<file path="src/rtl/dtb_pkg.sv">
package dtb_pkg;

    localparam int unsigned CMD_W      = 3;
    localparam int unsigned ID_W       = 4;
    localparam int unsigned DUR_W      = 32;
    localparam int unsigned KIND_W     = 2;
    localparam int unsigned TSTATE_W   = 2;
    localparam int unsigned TIME_W     = 64;
    localparam int unsigned MAX_EVENTS = 16;
    localparam int unsigned EVT_CNT_W  = $clog2(MAX_EVENTS + 1);

    typedef enum logic [CMD_W-1:0] {
        CMD_TICK    = 3'd0,
        CMD_START   = 3'd1,
        CMD_RESTART = 3'd2,
        CMD_OPEN    = 3'd3,
        CMD_CLOSE   = 3'd4,
        CMD_QUERY   = 3'd5
    } cmd_t;

    typedef enum logic [KIND_W-1:0] {
        KIND_EXPIRY = 2'd0,
        KIND_QUERY  = 2'd1,
        KIND_DONE   = 2'd2
    } kind_t;

    typedef enum logic [TSTATE_W-1:0] {
        ST_CLOSED  = 2'd0,
        ST_RUNNING = 2'd1,
        ST_PASSED  = 2'd2
    } tstate_t;

    typedef enum logic [3:0] {
        S_IDLE = 4'b0001,
        S_EXEC = 4'b0010,
        S_SCAN = 4'b0100,
        S_FIRE = 4'b1000
    } fsm_t;

endpackage

</file>
<file path="src/rtl/dtb_ifs.sv">
interface dtb_cmd_if;
    logic                         valid;
    logic                         ready;
    logic [dtb_pkg::CMD_W-1:0]    cmd;
    logic [dtb_pkg::ID_W-1:0]     timer_id;
    logic [dtb_pkg::DUR_W-1:0]    duration;
    logic                         open_flag;
    logic                         repeat_flag;

    modport source (output valid, output cmd, output timer_id, output duration,
                    output open_flag, output repeat_flag, input ready);
    modport sink   (input valid, input cmd, input timer_id, input duration,
                    input open_flag, input repeat_flag, output ready);
endinterface

interface dtb_evt_if;
    logic                         valid;
    logic                         ready;
    logic [dtb_pkg::KIND_W-1:0]   event_kind;
    logic [dtb_pkg::ID_W-1:0]     timer_index;
    logic [dtb_pkg::TSTATE_W-1:0] timer_state;
    logic                         last;

    modport source (output valid, output event_kind, output timer_index,
                    output timer_state, output last, input ready);
    modport sink   (input valid, input event_kind, input timer_index,
                    input timer_state, input last, output ready);
endinterface

</file>
<file path="src/rtl/deadline_timer_bank.sv">
// Bank of TIMER_COUNT deadline timers on a 64-bit microsecond counter that
// advances by one on each tick word. Deadlines and periods live in one
// single-port-read memory; the running, periodic and armed flags are
// flip-flops. A start, restart, open, close or query word reads the memory,
// then updates and replies once the output register is free. A tick advances
// the counter and scans the memory once per reported expiry, or once if none
// is due. Each pass reads and ranks every entry, then reports the earliest
// due timer, if any. A tick reports at most 16 timers; the next word is not
// accepted until its last report is loaded, output stalls included. Expiries
// come earliest deadline first, lower index on ties, each timer at most once
// per tick. Reset clears the counter and flags at once and needs no clearing
// pass: unwritten memory entries read as zero. A new word is accepted while a
// finished result still waits in the output register.
module deadline_timer_bank #(
    parameter int TIMER_COUNT = 16,
    parameter int PERIOD_BITS = 32
) (
    input  logic          clk,
    input  logic          rst_n,
    dtb_cmd_if.sink       req,
    dtb_evt_if.source     rsp
);

    localparam int IDX_W = (TIMER_COUNT > 1) ? $clog2(TIMER_COUNT) : 1;
    localparam int DW    = dtb_pkg::TIME_W + PERIOD_BITS;
    localparam int TW    = dtb_pkg::TIME_W;
    localparam logic [IDX_W-1:0] LAST_IDX = IDX_W'(TIMER_COUNT - 1);
    localparam logic [IDX_W:0]   CNT_END  = (IDX_W + 1)'(TIMER_COUNT);
    localparam logic [dtb_pkg::EVT_CNT_W-1:0] LAST_EVT =
        dtb_pkg::EVT_CNT_W'(dtb_pkg::MAX_EVENTS - 1);

    dtb_pkg::fsm_t state_reg, state_next;

    logic [TW-1:0]          now_reg, now_next;
    logic [TIMER_COUNT-1:0] running_reg, running_next;
    logic [TIMER_COUNT-1:0] periodic_reg, periodic_next;
    logic [TIMER_COUNT-1:0] armed_reg, armed_next;
    logic [TIMER_COUNT-1:0] elig_reg, elig_next;
    logic [TIMER_COUNT-1:0] fired_reg, fired_next;
    logic [dtb_pkg::EVT_CNT_W-1:0] n_reg, n_next;
    logic [IDX_W:0]         scan_cnt_reg, scan_cnt_next;
    logic                   cmp_v_reg, cmp_v_next;
    logic                   first_reg, first_next;
    logic                   found_reg, found_next;
    logic                   out_valid_reg, out_valid_next;

    dtb_pkg::cmd_t          op_reg, op_next;
    logic [IDX_W-1:0]       id_reg, id_next;
    logic [PERIOD_BITS-1:0] dur_reg, dur_next;
    logic                   open_reg, open_next;
    logic                   rpt_reg, rpt_next;
    logic [IDX_W-1:0]       cmp_idx_reg, cmp_idx_next;
    logic [IDX_W-1:0]       best_idx_reg, best_idx_next;
    logic [TW-1:0]          best_dl_reg, best_dl_next;
    logic [PERIOD_BITS-1:0] best_pd_reg, best_pd_next;
    logic [dtb_pkg::KIND_W-1:0]   out_kind_reg;
    logic [dtb_pkg::ID_W-1:0]     out_idx_reg;
    logic [dtb_pkg::TSTATE_W-1:0] out_state_reg;
    logic                         out_last_reg;

    logic                   st_rd_en, st_wr_en;
    logic [IDX_W-1:0]       st_rd_addr, st_wr_addr;
    logic [DW-1:0]          st_rd_data, st_wr_data;
    logic [TW-1:0]          rd_dl, new_dl, wr_dl;
    logic [PERIOD_BITS-1:0] rd_pd, add_pd, wr_pd;
    logic                   passed_new, passed_old;

    logic [IDX_W+3:0]       id_wide;
    logic [IDX_W-1:0]       id_addr;
    logic                   id_ok, cmd_ok;
    logic [PERIOD_BITS+31:0] dur_wide;
    logic [PERIOD_BITS-1:0] dur_m;
    logic [IDX_W+3:0]       ld_idx_wide;

    logic                   out_free, load, cand, last_w;
    logic [TIMER_COUNT-1:0] remain;
    dtb_pkg::kind_t         ld_kind;
    logic [IDX_W-1:0]       ld_idx;
    dtb_pkg::tstate_t       ld_state;
    logic                   ld_last;

    dtb_store #(
        .DEPTH (TIMER_COUNT),
        .AW    (IDX_W),
        .DW    (DW)
    ) u_store (
        .clk     (clk),
        .rst_n   (rst_n),
        .rd_en   (st_rd_en),
        .rd_addr (st_rd_addr),
        .rd_data (st_rd_data),
        .wr_en   (st_wr_en),
        .wr_addr (st_wr_addr),
        .wr_data (st_wr_data)
    );

    assign rd_dl = st_rd_data[DW-1 -: TW];
    assign rd_pd = st_rd_data[PERIOD_BITS-1:0];

    assign id_wide  = (IDX_W + 4)'(req.timer_id);
    assign id_addr  = id_wide[IDX_W-1:0];
    assign id_ok    = 32'(req.timer_id) < 32'(TIMER_COUNT);
    assign cmd_ok   = (req.cmd != dtb_pkg::CMD_TICK) && (req.cmd <= dtb_pkg::CMD_QUERY);
    assign dur_wide = (PERIOD_BITS + 32)'(req.duration);
    assign dur_m    = dur_wide[PERIOD_BITS-1:0];

    // shared by start (new period) and restart (stored period)
    assign add_pd     = (op_reg == dtb_pkg::CMD_START) ? dur_reg : rd_pd;
    assign new_dl     = now_reg + TW'(add_pd);
    assign passed_new = now_reg >= new_dl;
    assign passed_old = now_reg >= rd_dl;

    assign out_free  = !out_valid_reg || rsp.ready;
    assign req.ready = (state_reg == dtb_pkg::S_IDLE);

    always_comb
    begin
        state_next    = state_reg;
        now_next      = now_reg;
        running_next  = running_reg;
        periodic_next = periodic_reg;
        armed_next    = armed_reg;
        elig_next     = elig_reg;
        fired_next    = fired_reg;
        n_next        = n_reg;
        scan_cnt_next = scan_cnt_reg;
        cmp_v_next    = 1'b0;
        first_next    = first_reg;
        found_next    = found_reg;
        op_next       = op_reg;
        id_next       = id_reg;
        dur_next      = dur_reg;
        open_next     = open_reg;
        rpt_next      = rpt_reg;
        cmp_idx_next  = cmp_idx_reg;
        best_idx_next = best_idx_reg;
        best_dl_next  = best_dl_reg;
        best_pd_next  = best_pd_reg;

        st_rd_en   = 1'b0;
        st_rd_addr = id_addr;
        st_wr_en   = 1'b0;
        st_wr_addr = id_reg;
        wr_dl      = new_dl;
        wr_pd      = add_pd;

        load     = 1'b0;
        ld_kind  = dtb_pkg::KIND_DONE;
        ld_idx   = id_reg;
        ld_state = dtb_pkg::ST_CLOSED;
        ld_last  = 1'b1;
        cand     = 1'b0;
        last_w   = 1'b0;
        remain   = elig_reg & ~fired_reg;

        unique case (state_reg)
            dtb_pkg::S_IDLE:
            begin
                if (req.valid)
                begin
                    if (req.cmd == dtb_pkg::CMD_TICK)
                    begin
                        now_next      = now_reg + TW'(1);
                        fired_next    = '0;
                        elig_next     = '0;
                        n_next        = '0;
                        scan_cnt_next = '0;
                        first_next    = 1'b1;
                        found_next    = 1'b0;
                        state_next    = dtb_pkg::S_SCAN;
                    end
                    else if (cmd_ok && id_ok)
                    begin
                        op_next    = dtb_pkg::cmd_t'(req.cmd);
                        id_next    = id_addr;
                        dur_next   = (dur_m == '0) ? PERIOD_BITS'(1) : dur_m;
                        open_next  = req.open_flag;
                        rpt_next   = req.repeat_flag;
                        st_rd_en   = 1'b1;
                        state_next = dtb_pkg::S_EXEC;
                    end
                end
            end

            dtb_pkg::S_EXEC:
            begin
                if (out_free)
                begin
                    load       = 1'b1;
                    state_next = dtb_pkg::S_IDLE;
                    unique case (op_reg)
                        dtb_pkg::CMD_START:
                        begin
                            st_wr_en              = 1'b1;
                            running_next[id_reg]  = open_reg;
                            periodic_next[id_reg] = rpt_reg;
                            armed_next[id_reg]    = 1'b1;
                            if (!open_reg)
                                ld_state = dtb_pkg::ST_CLOSED;
                            else if (passed_new)
                                ld_state = dtb_pkg::ST_PASSED;
                            else
                                ld_state = dtb_pkg::ST_RUNNING;
                        end
                        dtb_pkg::CMD_RESTART:
                        begin
                            st_wr_en             = 1'b1;
                            running_next[id_reg] = 1'b1;
                            ld_state = passed_new ? dtb_pkg::ST_PASSED : dtb_pkg::ST_RUNNING;
                        end
                        dtb_pkg::CMD_OPEN:
                        begin
                            running_next[id_reg] = 1'b1;
                            ld_state = passed_old ? dtb_pkg::ST_PASSED : dtb_pkg::ST_RUNNING;
                        end
                        dtb_pkg::CMD_CLOSE:
                        begin
                            running_next[id_reg] = 1'b0;
                            ld_state = dtb_pkg::ST_CLOSED;
                        end
                        default:
                        begin
                            ld_kind = dtb_pkg::KIND_QUERY;
                            if (!running_reg[id_reg])
                                ld_state = dtb_pkg::ST_CLOSED;
                            else if (passed_old)
                                ld_state = dtb_pkg::ST_PASSED;
                            else
                                ld_state = dtb_pkg::ST_RUNNING;
                        end
                    endcase
                end
            end

            dtb_pkg::S_SCAN:
            begin
                if (scan_cnt_reg < CNT_END)
                begin
                    st_rd_en      = 1'b1;
                    st_rd_addr    = scan_cnt_reg[IDX_W-1:0];
                    scan_cnt_next = scan_cnt_reg + (IDX_W + 1)'(1);
                    cmp_v_next    = 1'b1;
                    cmp_idx_next  = scan_cnt_reg[IDX_W-1:0];
                end
                if (cmp_v_reg)
                begin
                    // first pass decides who is due this tick; later passes
                    // only rank the due timers not yet reported
                    if (first_reg)
                        cand = armed_reg[cmp_idx_reg] && running_reg[cmp_idx_reg]
                               && passed_old;
                    else
                        cand = elig_reg[cmp_idx_reg] && !fired_reg[cmp_idx_reg];
                    if (first_reg && cand)
                        elig_next[cmp_idx_reg] = 1'b1;
                    if (cand && (!found_reg || rd_dl < best_dl_reg))
                    begin
                        found_next    = 1'b1;
                        best_idx_next = cmp_idx_reg;
                        best_dl_next  = rd_dl;
                        best_pd_next  = rd_pd;
                    end
                    if (cmp_idx_reg == LAST_IDX)
                        state_next = dtb_pkg::S_FIRE;
                end
            end

            dtb_pkg::S_FIRE:
            begin
                if (!found_reg)
                begin
                    state_next = dtb_pkg::S_IDLE;
                end
                else if (out_free)
                begin
                    remain[best_idx_reg] = 1'b0;
                    last_w   = (remain == '0) || (n_reg == LAST_EVT);
                    load     = 1'b1;
                    ld_kind  = dtb_pkg::KIND_EXPIRY;
                    ld_idx   = best_idx_reg;
                    ld_state = dtb_pkg::ST_PASSED;
                    ld_last  = last_w;
                    fired_next[best_idx_reg] = 1'b1;
                    n_next   = n_reg + dtb_pkg::EVT_CNT_W'(1);
                    if (periodic_reg[best_idx_reg])
                    begin
                        st_wr_en   = 1'b1;
                        st_wr_addr = best_idx_reg;
                        wr_dl      = best_dl_reg + TW'(best_pd_reg);
                        wr_pd      = best_pd_reg;
                    end
                    else
                    begin
                        running_next[best_idx_reg] = 1'b0;
                        armed_next[best_idx_reg]   = 1'b0;
                    end
                    if (last_w)
                    begin
                        state_next = dtb_pkg::S_IDLE;
                    end
                    else
                    begin
                        scan_cnt_next = '0;
                        first_next    = 1'b0;
                        found_next    = 1'b0;
                        state_next    = dtb_pkg::S_SCAN;
                    end
                end
            end

            default:
            begin
                state_next = dtb_pkg::S_IDLE;
            end
        endcase

        if (load)
            out_valid_next = 1'b1;
        else if (rsp.ready)
            out_valid_next = 1'b0;
        else
            out_valid_next = out_valid_reg;
    end

    assign st_wr_data  = {wr_dl, wr_pd};
    assign ld_idx_wide = (IDX_W + 4)'(ld_idx);

    always_ff @(posedge clk or negedge rst_n)
    begin
        if (!rst_n)
        begin
            state_reg     <= dtb_pkg::S_IDLE;
            now_reg       <= '0;
            running_reg   <= '0;
            periodic_reg  <= '0;
            armed_reg     <= '0;
            elig_reg      <= '0;
            fired_reg     <= '0;
            n_reg         <= '0;
            scan_cnt_reg  <= '0;
            cmp_v_reg     <= 1'b0;
            first_reg     <= 1'b0;
            found_reg     <= 1'b0;
            out_valid_reg <= 1'b0;
        end
        else
        begin
            state_reg     <= state_next;
            now_reg       <= now_next;
            running_reg   <= running_next;
            periodic_reg  <= periodic_next;
            armed_reg     <= armed_next;
            elig_reg      <= elig_next;
            fired_reg     <= fired_next;
            n_reg         <= n_next;
            scan_cnt_reg  <= scan_cnt_next;
            cmp_v_reg     <= cmp_v_next;
            first_reg     <= first_next;
            found_reg     <= found_next;
            out_valid_reg <= out_valid_next;
        end
    end

    always_ff @(posedge clk)
    begin
        op_reg       <= op_next;
        id_reg       <= id_next;
        dur_reg      <= dur_next;
        open_reg     <= open_next;
        rpt_reg      <= rpt_next;
        cmp_idx_reg  <= cmp_idx_next;
        best_idx_reg <= best_idx_next;
        best_dl_reg  <= best_dl_next;
        best_pd_reg  <= best_pd_next;
        if (load)
        begin
            out_kind_reg  <= ld_kind;
            out_idx_reg   <= ld_idx_wide[3:0];
            out_state_reg <= ld_state;
            out_last_reg  <= ld_last;
        end
    end

    assign rsp.valid       = out_valid_reg;
    assign rsp.event_kind  = out_kind_reg;
    assign rsp.timer_index = out_idx_reg;
    assign rsp.timer_state = out_state_reg;
    assign rsp.last        = out_last_reg;

`ifndef SYNTH
    a_budget: assert property (@(posedge clk) disable iff (!rst_n)
        n_reg <= dtb_pkg::EVT_CNT_W'(dtb_pkg::MAX_EVENTS))
        else $error("tick reported more expiries than the budget allows");

    a_fired_due: assert property (@(posedge clk) disable iff (!rst_n)
        (fired_reg & ~elig_reg) == '0)
        else $error("timer reported without being due");

    a_more_scan: assert property (@(posedge clk) disable iff (!rst_n)
        (state_reg == dtb_pkg::S_FIRE && load && !ld_last) |=> (state_reg == dtb_pkg::S_SCAN))
        else $error("non-final expiry not followed by another scan");

    a_one_shot: assert property (@(posedge clk) disable iff (!rst_n)
        (state_reg == dtb_pkg::S_FIRE && load && !periodic_reg[best_idx_reg])
        |=> !armed_reg[$past(best_idx_reg)] && !running_reg[$past(best_idx_reg)])
        else $error("one-shot timer still armed after expiry");

    a_no_overrun: assert property (@(posedge clk) disable iff (!rst_n)
        load |-> out_free)
        else $error("result word overwrote one not yet taken");
`endif

endmodule

</file>
<file path="src/rtl/dtb_store.sv">
// Timer entry memory: {deadline, period}. Entries never written read as zero.
module dtb_store #(
    parameter int DEPTH = 16,
    parameter int AW    = 4,
    parameter int DW    = 96
) (
    input  logic          clk,
    input  logic          rst_n,
    input  logic          rd_en,
    input  logic [AW-1:0] rd_addr,
    output logic [DW-1:0] rd_data,
    input  logic          wr_en,
    input  logic [AW-1:0] wr_addr,
    input  logic [DW-1:0] wr_data
);

    logic [DW-1:0]    mem [DEPTH];
    logic [DW-1:0]    rd_q_reg;
    logic             rd_v_reg;
    logic [DEPTH-1:0] written_reg;

    always_ff @(posedge clk)
    begin
        if (rd_en)
        begin
            rd_q_reg <= mem[rd_addr];
        end
        if (wr_en)
        begin
            mem[wr_addr] <= wr_data;
        end
    end

    always_ff @(posedge clk or negedge rst_n)
    begin
        if (!rst_n)
        begin
            rd_v_reg    <= 1'b0;
            written_reg <= '0;
        end
        else
        begin
            if (rd_en)
            begin
                rd_v_reg <= written_reg[rd_addr];
            end
            if (wr_en)
            begin
                written_reg[wr_addr] <= 1'b1;
            end
        end
    end

    assign rd_data = rd_v_reg ? rd_q_reg : '0;

endmodule
</file>
<file path="src/flat_wrapper.sv">
// flat-port wrapper written by rule: the top's interface ports become plain ports
module deadline_timer_bank_flat 
#(
    parameter int TIMER_COUNT = 16,
    parameter int PERIOD_BITS = 32
)
  (clk, rst_n, req_valid, req_cmd, req_timer_id, req_duration, req_open_flag, req_repeat_flag, req_ready, rsp_valid, rsp_event_kind, rsp_timer_index, rsp_timer_state, rsp_last, rsp_ready);
  dtb_cmd_if req_i ();
  dtb_evt_if rsp_i ();
  input  logic clk;
  input  logic rst_n;
  input wire logic [$bits(req_i.valid)-1:0] req_valid;
  input wire logic [$bits(req_i.cmd)-1:0] req_cmd;
  input wire logic [$bits(req_i.timer_id)-1:0] req_timer_id;
  input wire logic [$bits(req_i.duration)-1:0] req_duration;
  input wire logic [$bits(req_i.open_flag)-1:0] req_open_flag;
  input wire logic [$bits(req_i.repeat_flag)-1:0] req_repeat_flag;
  output wire logic [$bits(req_i.ready)-1:0] req_ready;
  output wire logic [$bits(rsp_i.valid)-1:0] rsp_valid;
  output wire logic [$bits(rsp_i.event_kind)-1:0] rsp_event_kind;
  output wire logic [$bits(rsp_i.timer_index)-1:0] rsp_timer_index;
  output wire logic [$bits(rsp_i.timer_state)-1:0] rsp_timer_state;
  output wire logic [$bits(rsp_i.last)-1:0] rsp_last;
  input wire logic [$bits(rsp_i.ready)-1:0] rsp_ready;
  assign req_i.valid = req_valid;
  assign req_i.cmd = req_cmd;
  assign req_i.timer_id = req_timer_id;
  assign req_i.duration = req_duration;
  assign req_i.open_flag = req_open_flag;
  assign req_i.repeat_flag = req_repeat_flag;
  assign req_ready = req_i.ready;
  assign rsp_valid = rsp_i.valid;
  assign rsp_event_kind = rsp_i.event_kind;
  assign rsp_timer_index = rsp_i.timer_index;
  assign rsp_timer_state = rsp_i.timer_state;
  assign rsp_last = rsp_i.last;
  assign rsp_i.ready = rsp_ready;
  deadline_timer_bank #(.TIMER_COUNT(TIMER_COUNT), .PERIOD_BITS(PERIOD_BITS)) u_core (.clk(clk), .rst_n(rst_n), .req(req_i), .rsp(rsp_i));
endmodule
</file>
<file path="config.mk">
export PLATFORM = sky130hd
export DESIGN_NAME = deadline_timer_bank_flat
export DESIGN_NICKNAME = d
export VERILOG_FILES = /design/src/rtl/dtb_pkg.sv /design/src/rtl/dtb_ifs.sv /design/src/rtl/deadline_timer_bank.sv /design/src/rtl/dtb_store.sv /design/src/flat_wrapper.sv
export SDC_FILE = /design/constraint.sdc
export NUM_CORES = 2
export LEC_CHECK = 0
export BUFFER_PORTS_ARGS = -buffer_cell sky130_fd_sc_hd__buf_4
export CAP_MARGIN = 10
export CORE_ASPECT_RATIO = 0.8
export CORE_MARGIN = 2
export CORE_UTILIZATION = 57
export CTS_CLUSTER_SIZE = 25
export DETAILED_ROUTE_END_ITERATION = 10
export PLACE_DENSITY = 0.83
export RECOVER_POWER = 100
export SYNTH_ARGS = -nofsm -noshare
export SYNTH_HDL_FRONTEND = slang
export SYNTH_HIERARCHICAL = 1
export SYNTH_SLANG_ARGS = --single-unit
</file>
<file path="constraint.sdc">
create_clock -name clk -period 10.1 [get_ports clk]
set_clock_uncertainty 0.15 [all_clocks]
set_input_delay 0.505 -clock clk [delete_from_list [all_inputs] [get_ports clk]]
set_output_delay 0.505 -clock clk [all_outputs]
set_load 0.02 [all_outputs]
</file>
Word-level counts from Yosys, hierarchy flattened:

Memories as Yosys holds them, arrays and structs flattened. A register that Yosys moved wholly into a read port is not among the register bits.
Index checks and enable logic that the tools add are counted.

* $add $sub $neg: 5
* $lt $le $gt $ge: 14
* equal/unequal tests: 26
* multiplexer cells: 133
* bitwise operators: 14
* reductions and logical operators: 42

Operator list (count)
* 2-to-1 mux 64 bit: 4
* 2-to-1 mux 16 bit: 15
* 2-to-1 mux 32 bit: 5
* adder 64 x 32 -> 64 bit: 2
* greater-or-equal comparator 64 bit: 2
* case mux 16 bit (2 select lines): 4
* 2-to-1 mux 96 bit: 1
* bitwise AND 16 bit: 5
* OR 16 bit: 5
* 2-to-1 mux 4 bit: 17
* adder 64 x 1 -> 64 bit, second input constant: 1
* < comparator 64 bit: 1
* NOT 16 bit: 3
* case mux 16 bit (3 select lines): 1
* 2-to-1 mux 1 bit: 42
* 2-to-1 mux 5 bit: 8
* bitwise mux 16 bit: 2
* zero test 32 bit: 1
* binary-select mux 1 bit (select 4 bit): 7
* < comparator 4 x 5 -> 1 bit, second input constant: 5
* AND reduction 6 bit: 4
* 2-to-1 mux 2 bit: 11
* inequality test 2 x 1 -> 1 bit, second input constant: 10
* demux 1 bit (select 4 bit): 4
* 39 further kinds: 74

* flip-flop bits (word level): 333
* memory bits (writable): 1536
* input bits: 45
* word-level logic and storage cells: 263
* memories: 1

Memory list
* u_core.u_store.mem: depth 16, bits a word 96, rd ports 1, clocked after Yosys merged registers in 1, write ports 1, line dtb_store.sv:17 `logic [DW-1:0] mem [DEPTH];`

Logic depth before layout (Yosys ltp):

* depth after elaboration: 12
* mapped depth: 28

Hierarchy:

Netlist, hierarchy kept.

Modules (own cells, without submodules)
* dtb_store: times used 1, cells an instance 2390, area an instance 61799.3 µm²
* deadline_timer_bank: times used 1, cells an instance 2519, area an instance 23822.8 µm²

Worst setup path after synthesis:

Ideal clock, no wire load.

* path kind: register to register
* from: register u_core.best_idx_reg[1]
* to: register u_core.u_store.written_reg[0]
* library setup time: 0.106 ns
* arrival time: 10.004 ns
* path slack: -0.160 ns
* cell stages (with the launch flop): 14
* clock period less this slack: 10.260 ns
* path through: edfxtp_1 clkbuf_1 buf_2 mux4_2 mux4_2 and2_1 clkbuf_1 buf_2 buf_1 nand2_1 nand2_1 or3b_2 nor3_1 or2_2

* longest elaborated chain between the ends: 11
* elaborated cells between the ends (all ways): 16
* classes of those cells: order compare (2); mux (12); bitwise (1); reduce/logical (1)

Ends and longest elaborated chain
* start, declared: line deadline_timer_bank.sv:53 `logic [IDX_W-1:0] best_idx_reg, best_idx_next;`
* start signal, assigned: line deadline_timer_bank.sv:372 `best_idx_reg <= best_idx_next;`
* binary-select mux 1 bit (select 4 bit) (*): line deadline_timer_bank.sv:285 `if (periodic_reg[best_idx_reg])`
* 2-to-1 mux 1 bit (not written as such) (*): line deadline_timer_bank.sv:285
* 2-to-1 mux 4 bit (*): line deadline_timer_bank.sv:285
* 2-to-1 mux 4 bit (*): line deadline_timer_bank.sv:274 `else if (out_free)`
* 2-to-1 mux 4 bit (*): line deadline_timer_bank.sv:270 `if (!found_reg)`
* 2-to-1 mux 4 bit (*): line deadline_timer_bank.sv:156 `unique case (state_reg)`
* net u_core.st_wr_addr[3]: line deadline_timer_bank.sv:62 `logic [IDX_W-1:0] st_rd_addr, st_wr_addr;`
* < comparator 4 x 5 -> 1 bit (not written as such) or greater-or-equal comparator 4 x 1 -> 1 bit (tied branches): line dtb_store.sv:49 `written_reg[wr_addr] <= 1'b1;`
* logical AND 1 bit (not written as such): line dtb_store.sv:49
* 2-to-1 mux 1 bit (not written as such): line dtb_store.sv:49
* demux 1 bit (select 4 bit) (*): line dtb_store.sv:49
* OR 16 bit (no line) (*)
* end signal, assigned: line dtb_store.sv:39 `written_reg <= '0;`
* end signal, assigned by index: line dtb_store.sv:49
* end, declared: line dtb_store.sv:20 `logic [DEPTH-1:0] written_reg;`

The timed path passes the listed nets; every way through them passes the cells marked *. The select of a mux whose other input is x is not followed.
A chain may end at the register's enable or synchronous reset.

Worst setup path in the final report:

* from: register u_core.state_reg[1]
* to: memory u_core.u_store.mem[1][52] (enable)

* elaborated cells between the ends (all ways): 6
* classes of those cells: eq/ne (2); mux (4)

RTL lines
* start, declared: line deadline_timer_bank.sv:32 `dtb_pkg::fsm_t state_reg, state_next;`
* start signal, assigned: line deadline_timer_bank.sv:332 `state_reg <= dtb_pkg::S_IDLE;`
* start signal, assigned: line deadline_timer_bank.sv:348 `state_reg <= state_next;`
* == test 4 bit: line deadline_timer_bank.sv:156
* 2-to-1 mux 4 bit: line deadline_timer_bank.sv:156
* net u_core.st_wr_addr[0]: line deadline_timer_bank.sv:62
* end, declared: line dtb_store.sv:17

The timed path passes the listed nets, and every way through them passes these cells.

==> out/metrics.csv <==
metric,value,unit
status,"finished, violations left",
violations,"capacitance limit, slew limit",
numCtsBuffers,178,
setup_viol,0,
crit_family,simple AND/OR/NAND/NOR gates,
worst-path-max-fanout,45,
largest_reg_flops,1536,
final_core_util,62.9,%
setup.worst_path.start,u_core/state_reg[1],
nNetsFinal,5361,
cp_slowest_cell,and2_0,
grt_usage,30.0,%
post_drt_wl_per_cell,31.9,um
fmax,114,MHz
cp-end-kind,flip-flop,
clock_sinks,1965,
arrival,9.01,ns
path_buf_inv,2,
postCtsHoldBufs,44,
period_share,86.7,%
dieArea,0.153,mm^2
peakVddDrop,0.228,mV
fp.dieH,351,um
rows,127,
via_per_inst,6.76,
hold_violations,0,
grt_pass1_vias,48318,
slew_viol_final,1674,
layout-drive-gt1-share,17.6,%
total_power,19.7,mW
boundaryPins,56,
cp_common_cell,nand2_1,
async_flop_share,9.11,%
cts_resized,0,
antenna_left,0,
min-delay-start,req_duration[8],
ys_seq_area_share,67.9,%
crit_path_max_incr_delay,2.04,ns
drt_first_pass_iters,6,
min_period,8.76,ns
use_met3,6.84,%
syn_inst,4909,
grt.busiest_layer,met2,
place.gp.congestion,0.955,
vias,48697,
power_density,209,mW/mm^2
use_met1,44.2,%
rsz0062_at_grt,no,
grt_pass1_wl,334000,um
core-area,0.150,mm^2
drc,0,
io_buffers,55,
die_w,437,um
cts_max_path_buffers,3,
min_path_type,in -> reg,
area_growth_syn_to_layout,9.83,%
clk_pin_slew,0.07,ns
cts_tree,done,
path_cells,nor4b_1 -> clkbuf_1 -> and3_1 -> and2_0 -> nand2_1 -> nand2_1 -> nand2b_1 -> nor2_1 -> clkbuf_2,
slew_headroom,-330,%
htreeDepth,4,
max_slew.worst_pin.slew,6.46,ns
cts_setup_buffers,0,
cp-start-kind,flip-flop,
wl,230000,um
r2r_start,u_core/state_reg[1],
grt_max_degree,139,
p_leak,33.6,nW
start_util,57.3,%
clk_latency,0.84,ns
ys_ff_latch,1965,
drv_cap,46,
synth_edf_count,1786,
tns,0,ns
ys.flop_type,edfxtp_1,
syn-num-nets,5199,
drt_iter0_drc,7619,
antenna_found_initial,7,
syn_area_per_cell,17.4,um^2
yosysWarnings,6,
cts-root-buf,clkbuf_16,
grt_use_met2,45.9,%
grt_overflow_total,0,
cp.required,10.35,ns
syn_area,0.0856,mm^2
ys_types,102,
rrSetupSlack,1.34,ns
hpwl,137000,um
worstSetupPathType,reg -> reg,
## logic make-up after synthesis
kind of cell,count (synthesis),synth area share (%)
AOI/OAI and AO/OA,609,4.65
xor gates and xnor gates,172,1.76
adders and majority gates,245,3.60
buffers and inverters,423,2.12
DFF,1965,67.9
muxes,622,14.7
and+or+nand+nor,873,5.34
## layout make-up
type / count / area (um^2)
Sequential cell: 1965 / 58100
Fill cell: 10060 / 55500
Multi-Input combinational cell: 2521 / 25700
Clock buffer: 224 / 4790
Tap cell: 1999 / 2500
Timing Repair Buffer: 230 / 1380
Clock inverter: 91 / 905
Inverter: 175 / 658
Antenna cell: 1 / 2.50
## final timing paths
| check | endpoint | depth (start not counted) |
|---|---|---|
| hold / removal | u_core/dur_reg[8] | 2 |
| hold reg to reg | u_core/u_store/written_reg[7] | 1 |
| setup reg to reg | u_core/u_store/mem[1][52] | 9 |
| min in group asynchronous | u_core/u_store/written_reg[2] | 2 |
| setup / recovery | u_core/u_store/mem[1][52] | 9 |
| max in group asynchronous | u_core/now_reg[22] | 3 |
## per-layer routing
metal  part of all wire [%]  vias up  routed length [um]
met5                  0.010        -                  23
met4                    2.6        4                6050
met3                     13      436               28800
met2                     46     3351              106000
met1                     39    25050               89000
li1                       -    19856                   -
## Yosys cell counts (47+ instances only)
| master | count | area [um^2] |
|---|---|---|
| edfxtp_1 | 1786 | 53600 |
| mux4_2 | 496 | 11200 |
| ha_1 | 243 | 3040 |
| nand2_1 | 199 | 747 |
| dfrtp_1 | 178 | 4450 |
| inv_1 | 173 | 649 |
| nor2_1 | 165 | 619 |
| o21ai_0 | 158 | 791 |
| clkbuf_1 | 148 | 556 |
| a21oi_1 | 142 | 711 |
| xnor2_1 | 125 | 1090 |
| and2_1 | 118 | 738 |
| mux2_2 | 97 | 1090 |
| a21o_1 | 82 | 616 |
| nand3_1 | 65 | 325 |
| nand4_1 | 61 | 382 |
| buf_2 | 51 | 255 |
| nor3_1 | 50 | 250 |
| xor2_1 | 47 | 412 |
## report_power, final
group,internal (mW),switching (mW),total [mW]
clock,3.74,3.00,6.74
combinational,1.19,2.02,3.21
sequential,9.53,0.195,9.72
total,14.5,5.22,19.7
## through the flow
step / instance area [um^2] / instances / hold slack, ns / worst slack (ns)
final: 94000 / 7206 / 0.298 / 1.34
after global routing: 94000 / 7205 / 0.259 / 1.09
after CTS: 94700 / 7197 / 0.218 / 2.61
after detailed placement: 88600 / 6838 / 0.301 / 2.68
after global placement: 88600 / 6838 / 0.295 / 2.85
after floorplan: 85600 / 4909 / 0.0594 / 0.0401
## layout by cell type, fill, tap and decap left out, types with 24 or more instances in the layout
cell	count
and3_1	36
xnor2_1	125
nand2_1	200
edfxtp_1	1786
nor2_1	161
nor3_1	54
buf_4	35
xor2_1	47
dfrtp_1	178
mux4_2	496
nand2b_1	32
ha_1	243
clkbuf_1	156
dlygate4sd3_1	44
clkinv_1	34
a211oi_1	27
nand4_1	64
mux2i_1	29
a21o_1	82
and2_0	98
nand3_1	67
mux2_1	44
or2_2	24
clkinv_2	26
mux2_2	50
clkbuf_16	182
inv_1	173
a21oi_1	142
o21ai_0	172
No activity file was read; power rests on OpenSTA's default activity.
